<file path="src/hdl/rlfmc_pkg.sv">
// Shared types, codes and helpers for the RGB LED fade/mode controller.
`timescale 1ns / 1ps
`default_nettype none

package rlfmc_pkg;

  localparam int NUM_CH     = 3;
  localparam int CH_W       = 8;
  localparam int OP_W       = 4;
  localparam int MODE_W     = 5;
  localparam int STEP_W     = 16;
  localparam int WAIT_SEC_W = 12;
  localparam int WAIT_W     = 22;
  localparam int CFG_IDX_W  = 2;
  localparam int CFG_DATA_W = 16;

  localparam int TICKS_PER_SECOND = 1000;

  // command queue between decode and execute
  localparam int QUEUE_DEPTH = 2;
  localparam int QPTR_W      = (QUEUE_DEPTH > 1) ? $clog2(QUEUE_DEPTH) : 1;
  localparam int QCNT_W      = $clog2(QUEUE_DEPTH + 1);

  // restoring divider, one quotient bit per cycle
  localparam int DIV_CNT_W = $clog2(CH_W);

  localparam logic [STEP_W-1:0]     STEP_RESET     = STEP_W'(5);
  localparam logic [STEP_W-1:0]     STEP_FADE_UP   = STEP_W'(5);
  localparam logic [WAIT_SEC_W-1:0] WAIT_SEC_RESET = WAIT_SEC_W'(60);
  localparam logic [WAIT_W-1:0]     WAIT_MAX       = '1;
  localparam logic [MODE_W-1:0]     PROFILE_LIMIT  = MODE_W'(20);

  // opcodes
  localparam logic [OP_W-1:0] OP_TICK     = OP_W'(0);
  localparam logic [OP_W-1:0] OP_SET      = OP_W'(1);
  localparam logic [OP_W-1:0] OP_INC      = OP_W'(2);
  localparam logic [OP_W-1:0] OP_DEC      = OP_W'(3);
  localparam logic [OP_W-1:0] OP_BRIGHT   = OP_W'(4);
  localparam logic [OP_W-1:0] OP_FADE     = OP_W'(5);
  localparam logic [OP_W-1:0] OP_PLAY     = OP_W'(6);
  localparam logic [OP_W-1:0] OP_AUTONEXT = OP_W'(7);
  localparam logic [OP_W-1:0] OP_PROFILE  = OP_W'(8);
  localparam logic [OP_W-1:0] OP_TOGGLE   = OP_W'(9);
  localparam logic [OP_W-1:0] OP_SYNC     = OP_W'(10);

  // modes
  localparam logic [MODE_W-1:0] MODE_OFF       = MODE_W'(0);
  localparam logic [MODE_W-1:0] MODE_FADE_DOWN = MODE_W'(1);
  localparam logic [MODE_W-1:0] MODE_WHITE     = MODE_W'(2);
  localparam logic [MODE_W-1:0] MODE_FADE_UP   = MODE_W'(3);
  localparam logic [MODE_W-1:0] MODE_HOLD      = MODE_W'(4);
  localparam logic [MODE_W-1:0] MODE_TABLE_A   = MODE_W'(5);
  localparam logic [MODE_W-1:0] MODE_TABLE_B   = MODE_W'(6);
  localparam logic [MODE_W-1:0] MODE_TABLE_C   = MODE_W'(7);
  localparam logic [MODE_W-1:0] MODE_TABLE_D   = MODE_W'(8);

  // configuration register indexes
  localparam logic [CFG_IDX_W-1:0] CFG_STEP_PERIOD  = CFG_IDX_W'(0);
  localparam logic [CFG_IDX_W-1:0] CFG_WAIT_SECONDS = CFG_IDX_W'(1);
  localparam logic [CFG_IDX_W-1:0] CFG_INVERT       = CFG_IDX_W'(2);

  typedef logic [NUM_CH-1:0][CH_W-1:0] rgb_t;

  // decoded command word
  typedef struct packed {
    logic [OP_W-1:0]   op;
    rgb_t              rgb;
    logic [NUM_CH-1:0] mask;
    logic              mask_all;
    logic              mask_any;
    logic              flag;
    logic [CH_W-1:0]   divisor;
    logic [MODE_W-1:0] profile;
    logic              profile_play;
  } cmd_t;

  // wait period in ticks, saturated to the countdown width
  function automatic logic [WAIT_W-1:0] wait_len(input logic [WAIT_SEC_W-1:0] secs);
    logic [31:0] prod;
    prod = 32'(secs) * 32'(TICKS_PER_SECOND);
    if (prod > 32'(WAIT_MAX)) begin
      wait_len = WAIT_MAX;
    end else begin
      wait_len = prod[WAIT_W-1:0];
    end
  endfunction

endpackage

`default_nettype wire

</file>
<file path="src/hdl/rlfmc_ifs.sv">
// Valid/ready channel interfaces for command words and result words.
`timescale 1ns / 1ps
`default_nettype none

interface rlfmc_in_if import rlfmc_pkg::*; ();
  logic                  valid;
  logic                  ready;
  logic [OP_W-1:0]       opcode;
  logic [CH_W-1:0]       red;
  logic [CH_W-1:0]       green;
  logic [CH_W-1:0]       blue;
  logic [CH_W-1:0]       value;
  logic [NUM_CH-1:0]     channel_mask;
  logic                  flag;

  modport source (output valid, opcode, red, green, blue, value, channel_mask, flag,
                  input ready);
  modport sink   (input valid, opcode, red, green, blue, value, channel_mask, flag,
                  output ready);
endinterface

interface rlfmc_out_if import rlfmc_pkg::*; ();
  logic              valid;
  logic              ready;
  logic [CH_W-1:0]   level_red;
  logic [CH_W-1:0]   level_green;
  logic [CH_W-1:0]   level_blue;
  logic [MODE_W-1:0] mode;
  logic              at_target;
  logic              is_lit;
  logic              mode_report;

  modport source (output valid, level_red, level_green, level_blue, mode, at_target,
                  is_lit, mode_report, input ready);
  modport sink   (input valid, level_red, level_green, level_blue, mode, at_target,
                  is_lit, mode_report, output ready);
endinterface

`default_nettype wire

</file>
<file path="src/hdl/rlfmc_front.sv">
// Front end: accepts command words and decodes them for the queue.
`timescale 1ns / 1ps
`default_nettype none

module rlfmc_front import rlfmc_pkg::*; (
  rlfmc_in_if.sink in_ch,
  input  wire      q_full,
  output logic     q_push,
  output cmd_t     q_cmd
);

  assign in_ch.ready = !q_full;
  assign q_push      = in_ch.valid && !q_full;

  always_comb begin
    q_cmd.op           = in_ch.opcode;
    q_cmd.rgb          = {in_ch.blue, in_ch.green, in_ch.red};
    q_cmd.mask         = in_ch.channel_mask;
    q_cmd.mask_all     = &in_ch.channel_mask;
    q_cmd.mask_any     = |in_ch.channel_mask;
    q_cmd.flag         = in_ch.flag;
    // zero divisor counts as one
    q_cmd.divisor      = (in_ch.value == '0) ? CH_W'(1) : in_ch.value;
    // profiles of PROFILE_LIMIT or more fall back to held colour
    if (in_ch.value >= CH_W'(PROFILE_LIMIT)) begin
      q_cmd.profile = MODE_HOLD;
    end else begin
      q_cmd.profile = in_ch.value[MODE_W-1:0];
    end
    q_cmd.profile_play = (q_cmd.profile > MODE_HOLD);
  end

endmodule

`default_nettype wire

</file>
<file path="src/hdl/rlfmc_queue.sv">
// Short command queue between decode and execute.
`timescale 1ns / 1ps
`default_nettype none

module rlfmc_queue import rlfmc_pkg::*; (
  input  wire  clk,
  input  wire  rst_n,
  input  wire  push,
  input  cmd_t push_cmd,
  output logic full,
  input  wire  pop,
  output logic valid,
  output cmd_t head
);

  cmd_t              mem_r [QUEUE_DEPTH];
  logic [QPTR_W-1:0] wr_ptr_r, wr_ptr_nxt;
  logic [QPTR_W-1:0] rd_ptr_r, rd_ptr_nxt;
  logic [QCNT_W-1:0] cnt_r, cnt_nxt;

  assign full  = (cnt_r == QCNT_W'(QUEUE_DEPTH));
  assign valid = (cnt_r != '0);
  assign head  = mem_r[rd_ptr_r];

  always_comb begin
    wr_ptr_nxt = wr_ptr_r;
    rd_ptr_nxt = rd_ptr_r;
    cnt_nxt    = cnt_r;
    if (push) begin
      wr_ptr_nxt = (wr_ptr_r == QPTR_W'(QUEUE_DEPTH - 1)) ? '0 : wr_ptr_r + 1'b1;
    end
    if (pop) begin
      rd_ptr_nxt = (rd_ptr_r == QPTR_W'(QUEUE_DEPTH - 1)) ? '0 : rd_ptr_r + 1'b1;
    end
    if (push && !pop) begin
      cnt_nxt = cnt_r + 1'b1;
    end else if (pop && !push) begin
      cnt_nxt = cnt_r - 1'b1;
    end
  end

  always_ff @(posedge clk) begin
    if (!rst_n) begin
      wr_ptr_r <= '0;
      rd_ptr_r <= '0;
      cnt_r    <= '0;
    end else begin
      wr_ptr_r <= wr_ptr_nxt;
      rd_ptr_r <= rd_ptr_nxt;
      cnt_r    <= cnt_nxt;
    end
  end

  always_ff @(posedge clk) begin
    if (push) begin
      mem_r[wr_ptr_r] <= push_cmd;
    end
  end

endmodule

`default_nettype wire

</file>
<file path="src/hdl/rlfmc_div.sv">
// Three-lane restoring divider for the brightness scaling, one bit per cycle.
`timescale 1ns / 1ps
`default_nettype none

module rlfmc_div import rlfmc_pkg::*; (
  input  wire             clk,
  input  wire             rst_n,
  input  wire             start,
  input  rgb_t            dividend,
  input  wire [CH_W-1:0]  divisor,
  output logic            done,
  output rgb_t            quot
);

  logic                   busy_r, busy_nxt;
  logic                   done_r, done_nxt;
  logic [DIV_CNT_W-1:0]   cnt_r, cnt_nxt;
  rgb_t                   dvd_r, dvd_nxt;   // dividend shifts out, quotient shifts in
  rgb_t                   rem_r, rem_nxt;
  logic [CH_W-1:0]        dsr_r;
  logic [NUM_CH-1:0][CH_W:0] trial;
  logic [NUM_CH-1:0][CH_W:0] diff;

  assign done = done_r;
  assign quot = dvd_r;

  always_comb begin
    busy_nxt = busy_r;
    done_nxt = 1'b0;
    cnt_nxt  = cnt_r;
    dvd_nxt  = dvd_r;
    rem_nxt  = rem_r;
    for (int i = 0; i < NUM_CH; i++) begin
      trial[i] = {rem_r[i], dvd_r[i][CH_W-1]};
      diff[i]  = trial[i] - {1'b0, dsr_r};
    end
    if (start) begin
      busy_nxt = 1'b1;
      cnt_nxt  = '0;
      dvd_nxt  = dividend;
      rem_nxt  = '0;
    end else if (busy_r) begin
      for (int i = 0; i < NUM_CH; i++) begin
        if (trial[i] >= {1'b0, dsr_r}) begin
          rem_nxt[i] = diff[i][CH_W-1:0];
          dvd_nxt[i] = {dvd_r[i][CH_W-2:0], 1'b1};
        end else begin
          rem_nxt[i] = trial[i][CH_W-1:0];
          dvd_nxt[i] = {dvd_r[i][CH_W-2:0], 1'b0};
        end
      end
      cnt_nxt = cnt_r + 1'b1;
      if (cnt_r == DIV_CNT_W'(CH_W - 1)) begin
        busy_nxt = 1'b0;
        done_nxt = 1'b1;
      end
    end
  end

  always_ff @(posedge clk) begin
    if (!rst_n) begin
      busy_r <= 1'b0;
      done_r <= 1'b0;
      cnt_r  <= '0;
    end else begin
      busy_r <= busy_nxt;
      done_r <= done_nxt;
      cnt_r  <= cnt_nxt;
    end
  end

  always_ff @(posedge clk) begin
    dvd_r <= dvd_nxt;
    rem_r <= rem_nxt;
    if (start) begin
      dsr_r <= divisor;
    end
  end

endmodule

`default_nettype wire

</file>
<file path="src/hdl/rlfmc_back.sv">
// Back end: executes commands and ticks, scales the levels, holds the result word.
`timescale 1ns / 1ps
`default_nettype none

module rlfmc_back import rlfmc_pkg::*; (
  input  wire                  clk,
  input  wire                  rst_n,
  input  wire                  q_valid,
  input  cmd_t                 q_cmd,
  output logic                 q_pop,
  input  wire                  cfg_we,
  input  wire [CFG_IDX_W-1:0]  cfg_idx,
  input  wire [CFG_DATA_W-1:0] cfg_data,
  rlfmc_out_if.source          out_ch
);

  localparam logic [1:0] ST_IDLE = 2'd0;
  localparam logic [1:0] ST_DIV  = 2'd1;
  localparam logic [1:0] ST_OUT  = 2'd2;

  logic [1:0]        state_r, state_nxt;

  rgb_t              cur_r, cur_nxt;
  rgb_t              tgt_r, tgt_nxt;
  logic [CH_W-1:0]   bdiv_r, bdiv_nxt;
  logic [MODE_W-1:0] mode_r, mode_nxt;
  logic              fade_r, fade_nxt;
  logic              sync_r, sync_nxt;
  logic              play_r, play_nxt;
  logic [STEP_W-1:0] sper_r, sper_nxt;
  logic [STEP_W-1:0] scd_r, scd_nxt;
  logic [WAIT_W-1:0] wlen_r, wlen_nxt;
  logic [WAIT_W-1:0] wcd_r, wcd_nxt;
  logic              inv_r, inv_nxt;
  logic              rep_nxt;

  // snapshot of the word under scaling
  logic [MODE_W-1:0] res_mode_r;
  logic              res_at_r;
  logic              res_rep_r;

  logic              out_valid_r;
  logic              out_load;
  logic              exec;
  logic              step_due;
  logic              wait_due;
  logic              div_done;
  rgb_t              div_quot;

  assign q_pop = (state_r == ST_IDLE) && q_valid;
  assign exec  = q_pop;
  assign out_load = (state_r == ST_OUT) && (!out_valid_r || out_ch.ready);

  rlfmc_div u_div (
    .clk      (clk),
    .rst_n    (rst_n),
    .start    (exec),
    .dividend (cur_nxt),
    .divisor  (bdiv_nxt),
    .done     (div_done),
    .quot     (div_quot)
  );

  always_comb begin
    state_nxt = state_r;
    unique case (state_r)
      ST_IDLE: if (exec) state_nxt = ST_DIV;
      ST_DIV:  if (div_done) state_nxt = ST_OUT;
      ST_OUT:  if (out_load) state_nxt = ST_IDLE;
      default: state_nxt = ST_IDLE;
    endcase
  end

  // state update for one word and for configuration writes
  always_comb begin
    cur_nxt  = cur_r;
    tgt_nxt  = tgt_r;
    bdiv_nxt = bdiv_r;
    mode_nxt = mode_r;
    fade_nxt = fade_r;
    sync_nxt = sync_r;
    play_nxt = play_r;
    sper_nxt = sper_r;
    scd_nxt  = scd_r;
    wlen_nxt = wlen_r;
    wcd_nxt  = wcd_r;
    inv_nxt  = inv_r;
    rep_nxt  = 1'b0;
    step_due = (scd_r == '0);
    wait_due = 1'b0;

    if (exec) begin
      unique case (q_cmd.op)
        OP_TICK: begin
          if (!step_due) scd_nxt = scd_r - 1'b1;
          if (play_r) begin
            if (wcd_r == '0) begin
              wait_due = 1'b1;
            end else begin
              wcd_nxt = wcd_r - 1'b1;
            end
          end
          if (cur_r != tgt_r) begin
            if (fade_r) begin
              if (step_due) begin
                scd_nxt = sper_r;
                for (int i = 0; i < NUM_CH; i++) begin
                  if (tgt_r[i] > cur_r[i]) begin
                    cur_nxt[i] = cur_r[i] + 1'b1;
                  end else if (tgt_r[i] < cur_r[i]) begin
                    cur_nxt[i] = cur_r[i] - 1'b1;
                  end
                end
              end
            end else begin
              cur_nxt = tgt_r;
            end
          end
          // mode machine
          if (sync_r || (play_r && wait_due)) begin
            wcd_nxt = wlen_r;
            unique case (mode_r)
              MODE_OFF: begin
                tgt_nxt  = '0;
                bdiv_nxt = CH_W'(1);
                fade_nxt = 1'b0;
                sync_nxt = 1'b0;
              end
              MODE_FADE_DOWN: begin
                tgt_nxt  = '0;
                bdiv_nxt = CH_W'(1);
                fade_nxt = 1'b1;
                sync_nxt = 1'b1;
                if (cur_nxt == '0) begin
                  mode_nxt = MODE_OFF;
                  rep_nxt  = 1'b1;
                end
              end
              MODE_WHITE: begin
                tgt_nxt  = '1;
                bdiv_nxt = CH_W'(1);
                fade_nxt = 1'b0;
                sync_nxt = 1'b0;
              end
              MODE_FADE_UP: begin
                tgt_nxt  = '1;
                bdiv_nxt = CH_W'(1);
                fade_nxt = 1'b1;
                sper_nxt = STEP_FADE_UP;
                sync_nxt = 1'b1;
                if (cur_nxt == '1) begin
                  mode_nxt = MODE_WHITE;
                  rep_nxt  = 1'b1;
                end
              end
              MODE_HOLD, MODE_TABLE_A, MODE_TABLE_B, MODE_TABLE_C, MODE_TABLE_D: begin
              end
              default: mode_nxt = MODE_OFF;
            endcase
            if (mode_nxt > MODE_FADE_UP) sync_nxt = 1'b0;
          end
        end
        OP_SET: begin
          if (q_cmd.mask_all) begin
            if (cur_r != q_cmd.rgb) begin
              tgt_nxt  = q_cmd.rgb;
              sync_nxt = q_cmd.flag;
            end
          end else if (q_cmd.mask_any) begin
            for (int i = 0; i < NUM_CH; i++) begin
              if (q_cmd.mask[i]) tgt_nxt[i] = q_cmd.rgb[i];
            end
            sync_nxt = q_cmd.flag;
          end
          // force: jump straight to the new target
          if (q_cmd.mask_any && q_cmd.flag) cur_nxt = tgt_nxt;
        end
        OP_INC: begin
          if (q_cmd.mask_any) begin
            for (int i = 0; i < NUM_CH; i++) begin
              if (q_cmd.mask[i] && (cur_r[i] != '1)) tgt_nxt[i] = cur_r[i] + 1'b1;
            end
            sync_nxt = 1'b1;
          end
        end
        OP_DEC: begin
          if (q_cmd.mask_any) begin
            for (int i = 0; i < NUM_CH; i++) begin
              if (q_cmd.mask[i] && (cur_r[i] != '0)) tgt_nxt[i] = cur_r[i] - 1'b1;
            end
            sync_nxt = 1'b1;
          end
        end
        OP_BRIGHT: bdiv_nxt = q_cmd.divisor;
        OP_FADE: begin
          fade_nxt = q_cmd.flag;
          sync_nxt = 1'b1;
        end
        OP_PLAY: begin
          play_nxt = q_cmd.flag;
          sync_nxt = 1'b1;
        end
        OP_AUTONEXT, OP_SYNC: sync_nxt = 1'b1;
        OP_PROFILE: begin
          mode_nxt = q_cmd.profile;
          if (q_cmd.profile_play) play_nxt = 1'b1;
          sync_nxt = 1'b1;
          rep_nxt  = 1'b1;
        end
        OP_TOGGLE: begin
          if (mode_r != MODE_OFF) begin
            mode_nxt = q_cmd.flag ? MODE_FADE_DOWN : MODE_OFF;
          end else begin
            mode_nxt = q_cmd.flag ? MODE_FADE_UP : MODE_WHITE;
          end
          sync_nxt = 1'b1;
          rep_nxt  = 1'b1;
        end
        default: begin
        end
      endcase
    end

    if (cfg_we) begin
      unique case (cfg_idx)
        CFG_STEP_PERIOD: begin
          sper_nxt = cfg_data[STEP_W-1:0];
          scd_nxt  = cfg_data[STEP_W-1:0];
        end
        CFG_WAIT_SECONDS: begin
          wlen_nxt = wait_len(cfg_data[WAIT_SEC_W-1:0]);
          wcd_nxt  = wait_len(cfg_data[WAIT_SEC_W-1:0]);
        end
        CFG_INVERT: inv_nxt = cfg_data[0];
        default: begin
        end
      endcase
    end
  end

  always_ff @(posedge clk) begin
    if (!rst_n) begin
      state_r     <= ST_IDLE;
      cur_r       <= '0;
      tgt_r       <= '0;
      bdiv_r      <= CH_W'(1);
      mode_r      <= MODE_OFF;
      fade_r      <= 1'b1;
      sync_r      <= 1'b1;
      play_r      <= 1'b1;
      sper_r      <= STEP_RESET;
      scd_r       <= '0;
      wlen_r      <= wait_len(WAIT_SEC_RESET);
      wcd_r       <= '0;
      inv_r       <= 1'b0;
      out_valid_r <= 1'b0;
    end else begin
      state_r <= state_nxt;
      cur_r   <= cur_nxt;
      tgt_r   <= tgt_nxt;
      bdiv_r  <= bdiv_nxt;
      mode_r  <= mode_nxt;
      fade_r  <= fade_nxt;
      sync_r  <= sync_nxt;
      play_r  <= play_nxt;
      sper_r  <= sper_nxt;
      scd_r   <= scd_nxt;
      wlen_r  <= wlen_nxt;
      wcd_r   <= wcd_nxt;
      inv_r   <= inv_nxt;
      if (out_load) begin
        out_valid_r <= 1'b1;
      end else if (out_ch.ready) begin
        out_valid_r <= 1'b0;
      end
    end
  end

  always_ff @(posedge clk) begin
    if (exec) begin
      res_mode_r <= mode_nxt;
      res_at_r   <= (cur_nxt == tgt_nxt);
      res_rep_r  <= rep_nxt;
    end
    if (out_load) begin
      out_ch.level_red   <= inv_r ? ~div_quot[0] : div_quot[0];
      out_ch.level_green <= inv_r ? ~div_quot[1] : div_quot[1];
      out_ch.level_blue  <= inv_r ? ~div_quot[2] : div_quot[2];
      out_ch.mode        <= res_mode_r;
      out_ch.at_target   <= res_at_r;
      out_ch.is_lit      <= (res_mode_r != MODE_OFF);
      out_ch.mode_report <= res_rep_r;
    end
  end

  assign out_ch.valid = out_valid_r;

endmodule

`default_nettype wire

</file>
<file path="src/hdl/rgb_led_fade_mode_controller.sv">
// Top level of the RGB LED fade/mode controller.
`timescale 1ns / 1ps
`default_nettype none

// Three-channel LED controller. Each word on in_ch is either a millisecond
// tick (opcode 0) or a command (set colour, step up/down, brightness, fade,
// play, auto-next, profile, toggle, sync); each word gives exactly one word on
// out_ch with the three PWM levels (current colour divided by the brightness
// divisor, inverted when invert_output is set), the mode number, the
// at-target and lit flags and the mode-report flag. On a tick the colour
// walks one step per channel every step_period+1 ticks while fading, or jumps
// to its target otherwise; the mode machine (off, fade down, white, fade up,
// held colour; table modes act as held colour) runs once per wait period
// while playing, or on the next tick when a sync is pending. A paused block
// keeps the remaining wait. Each word passes through execute, the bit-serial
// restoring divider that scales the levels, the divider's done flag and the
// output register load; the next word is not executed before that load. A
// 2-word queue after the decode stage lets in_ch keep accepting while a word
// is in execution, and the output register lets the next word execute while
// a result waits on out_ch. Configuration (cfg_idx 0 step_period,
// 1 wait_seconds, 2 invert_output) is to be written with cfg_we only while no
// word is in flight, which the block does not enforce; writing step_period or
// wait_seconds also reloads the matching countdown. Reset: rst_n, synchronous.

module rgb_led_fade_mode_controller import rlfmc_pkg::*; (
  input  wire                  clk,
  input  wire                  rst_n,
  rlfmc_in_if.sink             in_ch,
  rlfmc_out_if.source          out_ch,
  input  wire                  cfg_we,
  input  wire [CFG_IDX_W-1:0]  cfg_idx,
  input  wire [CFG_DATA_W-1:0] cfg_data
);

  logic q_push;
  logic q_full;
  logic q_valid;
  logic q_pop;
  cmd_t q_in_cmd;
  cmd_t q_head;

  // decode
  rlfmc_front u_front (
    .in_ch  (in_ch),
    .q_full (q_full),
    .q_push (q_push),
    .q_cmd  (q_in_cmd)
  );

  // decoupling queue
  rlfmc_queue u_queue (
    .clk      (clk),
    .rst_n    (rst_n),
    .push     (q_push),
    .push_cmd (q_in_cmd),
    .full     (q_full),
    .pop      (q_pop),
    .valid    (q_valid),
    .head     (q_head)
  );

  // execute, scale, output register
  rlfmc_back u_back (
    .clk      (clk),
    .rst_n    (rst_n),
    .q_valid  (q_valid),
    .q_cmd    (q_head),
    .q_pop    (q_pop),
    .cfg_we   (cfg_we),
    .cfg_idx  (cfg_idx),
    .cfg_data (cfg_data),
    .out_ch   (out_ch)
  );

endmodule

`default_nettype wire

</file>
<file path="src/flat_wrapper.sv">
// flat-port wrapper written by rule: the top's interface ports become plain ports
module rgb_led_fade_mode_controller_flat import rlfmc_pkg::*;
  (clk, rst_n, cfg_we, cfg_idx, cfg_data, in_ch_valid, in_ch_opcode, in_ch_red, in_ch_green, in_ch_blue, in_ch_value, in_ch_channel_mask, in_ch_flag, in_ch_ready, out_ch_valid, out_ch_level_red, out_ch_level_green, out_ch_level_blue, out_ch_mode, out_ch_at_target, out_ch_is_lit, out_ch_mode_report, out_ch_ready);
  rlfmc_in_if in_ch_i ();
  rlfmc_out_if out_ch_i ();
  input  wire clk;
  input  wire rst_n;
  input  wire cfg_we;
  input  wire [CFG_IDX_W-1:0] cfg_idx;
  input  wire [CFG_DATA_W-1:0] cfg_data;
  input wire logic [$bits(in_ch_i.valid)-1:0] in_ch_valid;
  input wire logic [$bits(in_ch_i.opcode)-1:0] in_ch_opcode;
  input wire logic [$bits(in_ch_i.red)-1:0] in_ch_red;
  input wire logic [$bits(in_ch_i.green)-1:0] in_ch_green;
  input wire logic [$bits(in_ch_i.blue)-1:0] in_ch_blue;
  input wire logic [$bits(in_ch_i.value)-1:0] in_ch_value;
  input wire logic [$bits(in_ch_i.channel_mask)-1:0] in_ch_channel_mask;
  input wire logic [$bits(in_ch_i.flag)-1:0] in_ch_flag;
  output wire logic [$bits(in_ch_i.ready)-1:0] in_ch_ready;
  output wire logic [$bits(out_ch_i.valid)-1:0] out_ch_valid;
  output wire logic [$bits(out_ch_i.level_red)-1:0] out_ch_level_red;
  output wire logic [$bits(out_ch_i.level_green)-1:0] out_ch_level_green;
  output wire logic [$bits(out_ch_i.level_blue)-1:0] out_ch_level_blue;
  output wire logic [$bits(out_ch_i.mode)-1:0] out_ch_mode;
  output wire logic [$bits(out_ch_i.at_target)-1:0] out_ch_at_target;
  output wire logic [$bits(out_ch_i.is_lit)-1:0] out_ch_is_lit;
  output wire logic [$bits(out_ch_i.mode_report)-1:0] out_ch_mode_report;
  input wire logic [$bits(out_ch_i.ready)-1:0] out_ch_ready;
  assign in_ch_i.valid = in_ch_valid;
  assign in_ch_i.opcode = in_ch_opcode;
  assign in_ch_i.red = in_ch_red;
  assign in_ch_i.green = in_ch_green;
  assign in_ch_i.blue = in_ch_blue;
  assign in_ch_i.value = in_ch_value;
  assign in_ch_i.channel_mask = in_ch_channel_mask;
  assign in_ch_i.flag = in_ch_flag;
  assign in_ch_ready = in_ch_i.ready;
  assign out_ch_valid = out_ch_i.valid;
  assign out_ch_level_red = out_ch_i.level_red;
  assign out_ch_level_green = out_ch_i.level_green;
  assign out_ch_level_blue = out_ch_i.level_blue;
  assign out_ch_mode = out_ch_i.mode;
  assign out_ch_at_target = out_ch_i.at_target;
  assign out_ch_is_lit = out_ch_i.is_lit;
  assign out_ch_mode_report = out_ch_i.mode_report;
  assign out_ch_i.ready = out_ch_ready;
  rgb_led_fade_mode_controller u_core (.clk(clk), .rst_n(rst_n), .in_ch(in_ch_i), .out_ch(out_ch_i), .cfg_we(cfg_we), .cfg_idx(cfg_idx), .cfg_data(cfg_data));
endmodule
</file>
<file path="config.mk">
export PLATFORM = sky130hd
export DESIGN_NAME = rgb_led_fade_mode_controller_flat
export DESIGN_NICKNAME = d
export VERILOG_FILES = /design/src/hdl/rlfmc_pkg.sv /design/src/hdl/rlfmc_ifs.sv /design/src/hdl/rlfmc_front.sv /design/src/hdl/rlfmc_queue.sv /design/src/hdl/rlfmc_div.sv /design/src/hdl/rlfmc_back.sv /design/src/hdl/rgb_led_fade_mode_controller.sv /design/src/flat_wrapper.sv
export SDC_FILE = /design/constraint.sdc
export NUM_CORES = 1
export LEC_CHECK = 0
export BUFFER_PORTS_ARGS = -buffer_cell sky130_fd_sc_hd__buf_2
export CAP_MARGIN = 0
export CORE_AREA = 2 2 297 299
export CTS_CLUSTER_DIAMETER = 100
export DETAILED_ROUTE_END_ITERATION = 6
export DIE_AREA = 0 0 299 301
export GPL_TIMING_DRIVEN = 0
export PLACE_DENSITY = 0.41
export SLEW_MARGIN = 20
export SYNTH_ARGS = -nofsm -noshare
export SYNTH_HDL_FRONTEND = slang
export SYNTH_SLANG_ARGS = --single-unit
</file>
<file path="constraint.sdc">
create_clock -name clk -period 14.5 [get_ports clk]
set_clock_uncertainty 0.15 [all_clocks]
set_input_delay 2.9 -clock clk [delete_from_list [all_inputs] [get_ports clk]]
set_output_delay 2.9 -clock clk [all_outputs]
set_load 0.02 [all_outputs]
</file>
Word level (Yosys, flattened, before mapping). Memories as Yosys holds them, arrays and structs flattened. A register that Yosys moved wholly into a read port is not among the register bits. Index checks and enable logic that the tools add are counted.

Add/subtract/negate cells: 16. Multipliers: 1. Magnitude comparators: 12. Eq/ne operators: 41. Muxes and demuxes: 121. Bitwise logic cells: 5. Reduce and logical (&&, ||, !) cells: 58.

Operators by type and width (count): $mux W24 (16); $mux W16 (14); $mux W8 (25); $mux W22 (7); $pmux W24 S2 (2); $pmux W24 S4 (1); $ne A24 B24 Y1 (2); $mux W5 (8); $mux W1 (32); $pmux W5 S3 (2); $ge A9 B8 Y1 (3); $add A8 B1 Y8 const B (3); $eq A24 B24 Y1 (1); $eq A24 B24 Y1 const B (1); $gt A8 B8 Y1 (3); $logic_not A24 Y1 (1); $lt A8 B8 Y1 (3); $ne A8 B8 Y1 const B (3); $not A8 Y8 (3); $reduce_bool A8 Y1 (3); $sub A8 B1 Y8 const B (3); $sub A8 B8 Y8 (3); $logic_not A22 Y1 (1); $sub A22 B1 Y22 const B (1); other kinds (51) (113).

Register bits after elaboration: 245. RAM bits: 96. Input port bits: 63. Logic and storage cells: 296. Memories kept: 1.

Memories: u_core.u_queue.mem_r (words 2, bits a word 48, read ports 1, clocked after memory_dff 1, wr ports 1, line rlfmc_queue.sv:16) `cmd_t mem_r [QUEUE_DEPTH];`.

Depth between registers and ports, before layout.
Word-level depth: 18. Gate-level depth with buffers: 19.

Cells and area by module. Synthesis repeated with hierarchy kept, for this count alone.

Cells, all modules: 2535. Area, all modules: 23244.8 µm².

Modules (own cells, without submodules): rlfmc_back (instances 1, cells an instance 1939, area an instance 15347.2 µm², sequential area each 3993.8 µm²); rlfmc_div (instances 1, cells an instance 369, area an instance 3829.9 µm², sequential area each 1541.5 µm²); rlfmc_queue (instances 1, cells an instance 171, area an instance 3684.8 µm², sequential area each 2982.9 µm²); rlfmc_front (instances 1, cells an instance 56, area an instance 382.9 µm², sequential area each 0.0 µm²).

Worst setup path after synthesis. OpenSTA, ideal clock, no wires.

Path kind: input -> register. Start: input cfg_data[0]. End: register u_core.u_back.wcd_r[21]. Setup time: 0.130 ns. Data arrival time: 7.209 ns. Required time: 14.220 ns. Slack: 7.011 ns. Cell stages on the path: 18. Cells stage by stage: fa_1 > fa_1 > inv_1 > fa_1 > inv_1 > fa_1 > ha_1 > inv_1 > o21bai_1 > a21oi_1 > o21bai_1 > a211o_1 > a2111oi_0 > nor2_1 > a211o_1 > a21oi_1 > xnor2_1 > o22ai_1.

Longest elaborated chain between the ends: 3.

RTL lines: start: declaration (line flat_wrapper.sv:10) `input wire [CFG_DATA_W-1:0] cfg_data;`; $mul A12 B7 Y19 (line rlfmc_pkg.sv:80) `prod = 32'(secs) * 32'(TICKS_PER_SECOND);`; $mux W22 (line rlfmc_back.sv:225) `unique case (cfg_idx)`; $mux W22 (line rlfmc_back.sv:224) `if (cfg_we) begin`; end signal: assignment (line rlfmc_back.sv:269) `wcd_r <= wcd_nxt;`; end: declaration (line rlfmc_back.sv:33) `logic [WAIT_W-1:0] wcd_r, wcd_nxt;`.

No other way between the ends. A chain may end at the register's enable or synchronous reset.

Worst setup path in the final report.
Start: input cfg_data[2]. End: register u_core.u_back.wcd_r[21].

Same word-level chain as after synthesis.

==> flow_metrics.tcl <==
set metrics [dict create \
    drtAntennaViolNets 0 \
    gp_congestion 0.976 \
    io_buffers 96 \
    synth-seq-cells 342 \
    cp_slowest_cell "a2111oi_0" \
    fillCellCount 9270 \
    dp.cells 3634 \
    grt_usage 0.188 \
    syn_to_final_growth_pct 16.7 \
    grt_max_degree 45 \
    dp.final_hpwl_mm 67.8 \
    power_density_nw_per_um2 211 \
    min_period_over_period 0.532 \
    endpoint "u_core.u_back.wcd_r[21]$_SDFF_PN0_" \
    vias_per_cell 5.22 \
    path_depth 19 \
    ctsRootBufferMaster "clkbuf_16" \
    path_buf_inv 4 \
    worst_ep_arrival_time_ns 8.03 \
    maxCapViolations 0 \
    cp-start-kind "input port" \
    yosys-top-cells-area "edfxtp_1, dfxtp_1, ha_1" \
    wire_per_inst_um 23.3 \
    cts_tree "yes" \
    drt_iter0_markers 1883 \
    cts_sinks 342 \
    wl_mm 86.8 \
    grt_pass1_wl_mm 127 \
    synth_most_common_cell "nand2_1" \
    crit_top_cell "fa_1" \
    yosys.area.top_type "edfxtp_1" \
    yosys.cell_types.count 92 \
    rsz0062_at_grt "false" \
    clockBufferDepth 3 \
    firstDrtPassIters 6 \
    seq_area_um2 8520 \
    synthArstFlopShare 0 \
    drv_slew 0 \
    num_rows 108 \
    antenna_found_initial 2 \
    holdBufCountCts 0 \
    worstSetupPathType "in -> reg" \
    syn_area_um2 21500 \
    initial_core_util 0.248 \
    fmax_ghz 0.130 \
    r2r-start "u_core.u_back.cur_r[10]$_SDFF_PN0_" \
    final_layout_size_suffix_gt1_frac 0.102 \
    synth_edf_count 167 \
    syn_nets 2582 \
    postCtsSetupBuffers 0 \
    crit_start "cfg_data[2]" \
    timing.rr.end "u_core.u_back.res_at_r$_DFFE_PP_" \
    avgSynthCellArea_um2 9.06 \
    cts_resized 0 \
    nets 2736 \
    yosysSeqAreaShare 0.396 \
    vias 19400 \
    drc_errors 0 \
    fp.dieW_um 299 \
    die_y_um 301 \
    clk_latency_ns 0.60 \
    worst_path_largest_cell_delay_ns 0.61 \
    outcome "complete, no violations" \
    synth_common_cells "nand2_1, nor2_1, a21oi_1, dfxtp_1, edfxtp_1" \
    clkTransAtPathRegs_ns 0.06 \
    reg2reg_slack_ns 7.54 \
    grt_pass1_vias 19100 \
    h-tree-depth 2 \
    die_area_um2 90000 \
    finalNonFillerCells 3719 \
    path_cells "buf_2, fa_1, fa_1, inv_1, fa_1, inv_1, fa_1, ha_1, inv_1, o21bai_1, a21oi_1, o21bai_1, a211o_1, a2111oi_0, nor2_1, a211o_1, a21oi_1, xnor2_1, o22ai_1" \
    synth_top_area_frac 0.233 \
    hold_viol 0 \
    relSlewSlack 0.171 \
    synthFlopType "dfxtp_1" \
    setup_tns_ns 0 \
    max_slew.worst_pin.slew_ns 1.24 \
    fin_crit_ns 7.71 \
    setup_violations 0 \
    worstRegToRegCells 14 \
    grt_overflow 0 \
    critical-path-top-delay-family "adder cells" \
    fp.coreArea_um2 86500 \
    io_pins 97 \
    path_max_fanout 8 \
    end_kind "flip-flop" \
    hold_class "reg -> reg" \
    peakVddDrop_mv 0.107 \
    p_leak_uw 0.00937 \
    cp.required_ns 14.81 \
    synthCells 2371 \
    numCtsBuffers 44 \
    multi_input_area_um2 12100 \
    ys.warnings.count 0 \
]
==> cell usage in the layout, fill, tap and decap left out, types with 41 or more instances in the layout <==
cell       count
mux2i_1       57
xor2_1        51
buf_2        108
edfxtp_1     167
dfxtp_1      175
nor3_1        72
xnor2_1       86
a21oi_1      181
ha_1         107
o21ai_0      163
nand3_1       42
clkbuf_1     110
inv_1        110
fa_1          41
nor2_1       206
clkbuf_16     45
nand2_1      250
==> sequential cells by signal, indices dropped and copies added, names as in the netlist, 16 cells and up, named ones only <==
signal and cells:
u_core.u_back.wcd_r 22, u_core.u_back.cur_r 24, u_core.u_back.wlen_r 19, u_core.u_back.u_div.rem_r 24
u_core.u_back.tgt_r 24, u_core.u_back.sper_r 16, u_core.u_queue.mem_r 96, u_core.u_back.scd_r 16
u_core.u_back.u_div.quot 24
==> area by class of cell <==
cell class	instances	area share
clock buffer	51	0.0462
antenna	3	0.000299
multi-input combinational	1789	0.482
tap	1155	0.0576
sequential	342	0.340
clock inverter	31	0.0125
timing repair buffer	108	0.0250
buffer	121	0.0192
inverter	119	0.0178
==> stage by stage <==
step           cell area [um2]  hold slack (ns)  total power, uW   util  setup slack (ns)
2_1_floorplan            21500            0.250             3190      -              7.01
3_3_place_gp             23400            0.280             4120  0.271              6.25
3_5_place_dp             23600            0.284             4140  0.273              6.18
4_1_cts                  25100            0.294             5290  0.290              6.81
5_1_grt                  25100            0.315             5620  0.290              6.39
6_report                 25100            0.292             5290  0.290              6.79
==> worst reg2reg max path, stage by stage, from the launching register on <==
cell and delay, ns:
dfxtp_1 0.50, clkbuf_1 0.52, clkinv_1 0.41, ha_1 0.42, nand4_1 0.11, nor2_1 0.51
nand3_1 0.38, and2_1 0.41, nand2_1 0.25, clkbuf_1 0.78, o221ai_1 0.42, a221oi_1 0.89
xnor2_1 0.20, o2111ai_1 0.25, nor4_2 0.50
==> routing by layer <==
| metal | up-vias | share of wire | global-route usage | wire length, um |
|---|---|---|---|---|
| met2 | 647 | 0.46 | 0.307 | 39700 |
| met5 | - | 0.00015 | 0 | 13 |
| met1 | 9662 | 0.46 | 0.257 | 39700 |
| met4 | 2 | 0.031 | 0.0594 | 2690 |
| met3 | 137 | 0.054 | 0.0259 | 4680 |
| li1 | 8972 | - | - | - |
==> cell families (layout without fill, tap and decap cells) <==
kind of cell | Yosys count | count (layout) | synth area share
AOI/OAI and AO/OA | 631 | 631 | 0.189
adders and majority gates | 148 | 148 | 0.101
xor gates and xnor gates | 137 | 137 | 0.0558
and+or+nand+nor | 798 | 798 | 0.178
DFF | 342 | 342 | 0.396
muxes | 75 | 75 | 0.0367
other | 0 | 3 | 0
buffers and inverters | 240 | 430 | 0.0431
==> power breakdown <==
part	switching [uW]	total, uW	internal, uW
clock network	470	1120	650
logic	1840	2780	946
registers	145	1390	1240
==> worst min-delay path by stage <==
stage,startpoint,to,slack (ns),cells past startpoint
floorplan,u_core.u_back.res_at_r$_DFFE_PP_,u_core.u_back.out_ch.at_target$_DFFE_PP_,0.25,0
global placement,u_core.u_back.res_at_r$_DFFE_PP_,u_core.u_back.out_ch.at_target$_DFFE_PP_,0.28,0
detailed placement,u_core.u_back.res_at_r$_DFFE_PP_,u_core.u_back.out_ch.at_target$_DFFE_PP_,0.28,0
CTS,u_core.u_back.wlen_r[20]$_SDFFE_PN0P_,u_core.u_back.wlen_r[20]$_SDFFE_PN0P_,0.29,2
global route,u_core.u_back.wlen_r[16]$_SDFFE_PN0P_,u_core.u_back.wlen_r[16]$_SDFFE_PN0P_,0.32,2
finish,u_core.u_back.wlen_r[16]$_SDFFE_PN0P_,u_core.u_back.wlen_r[16]$_SDFFE_PN0P_,0.29,2
Power figures use the tool's default switching activity.
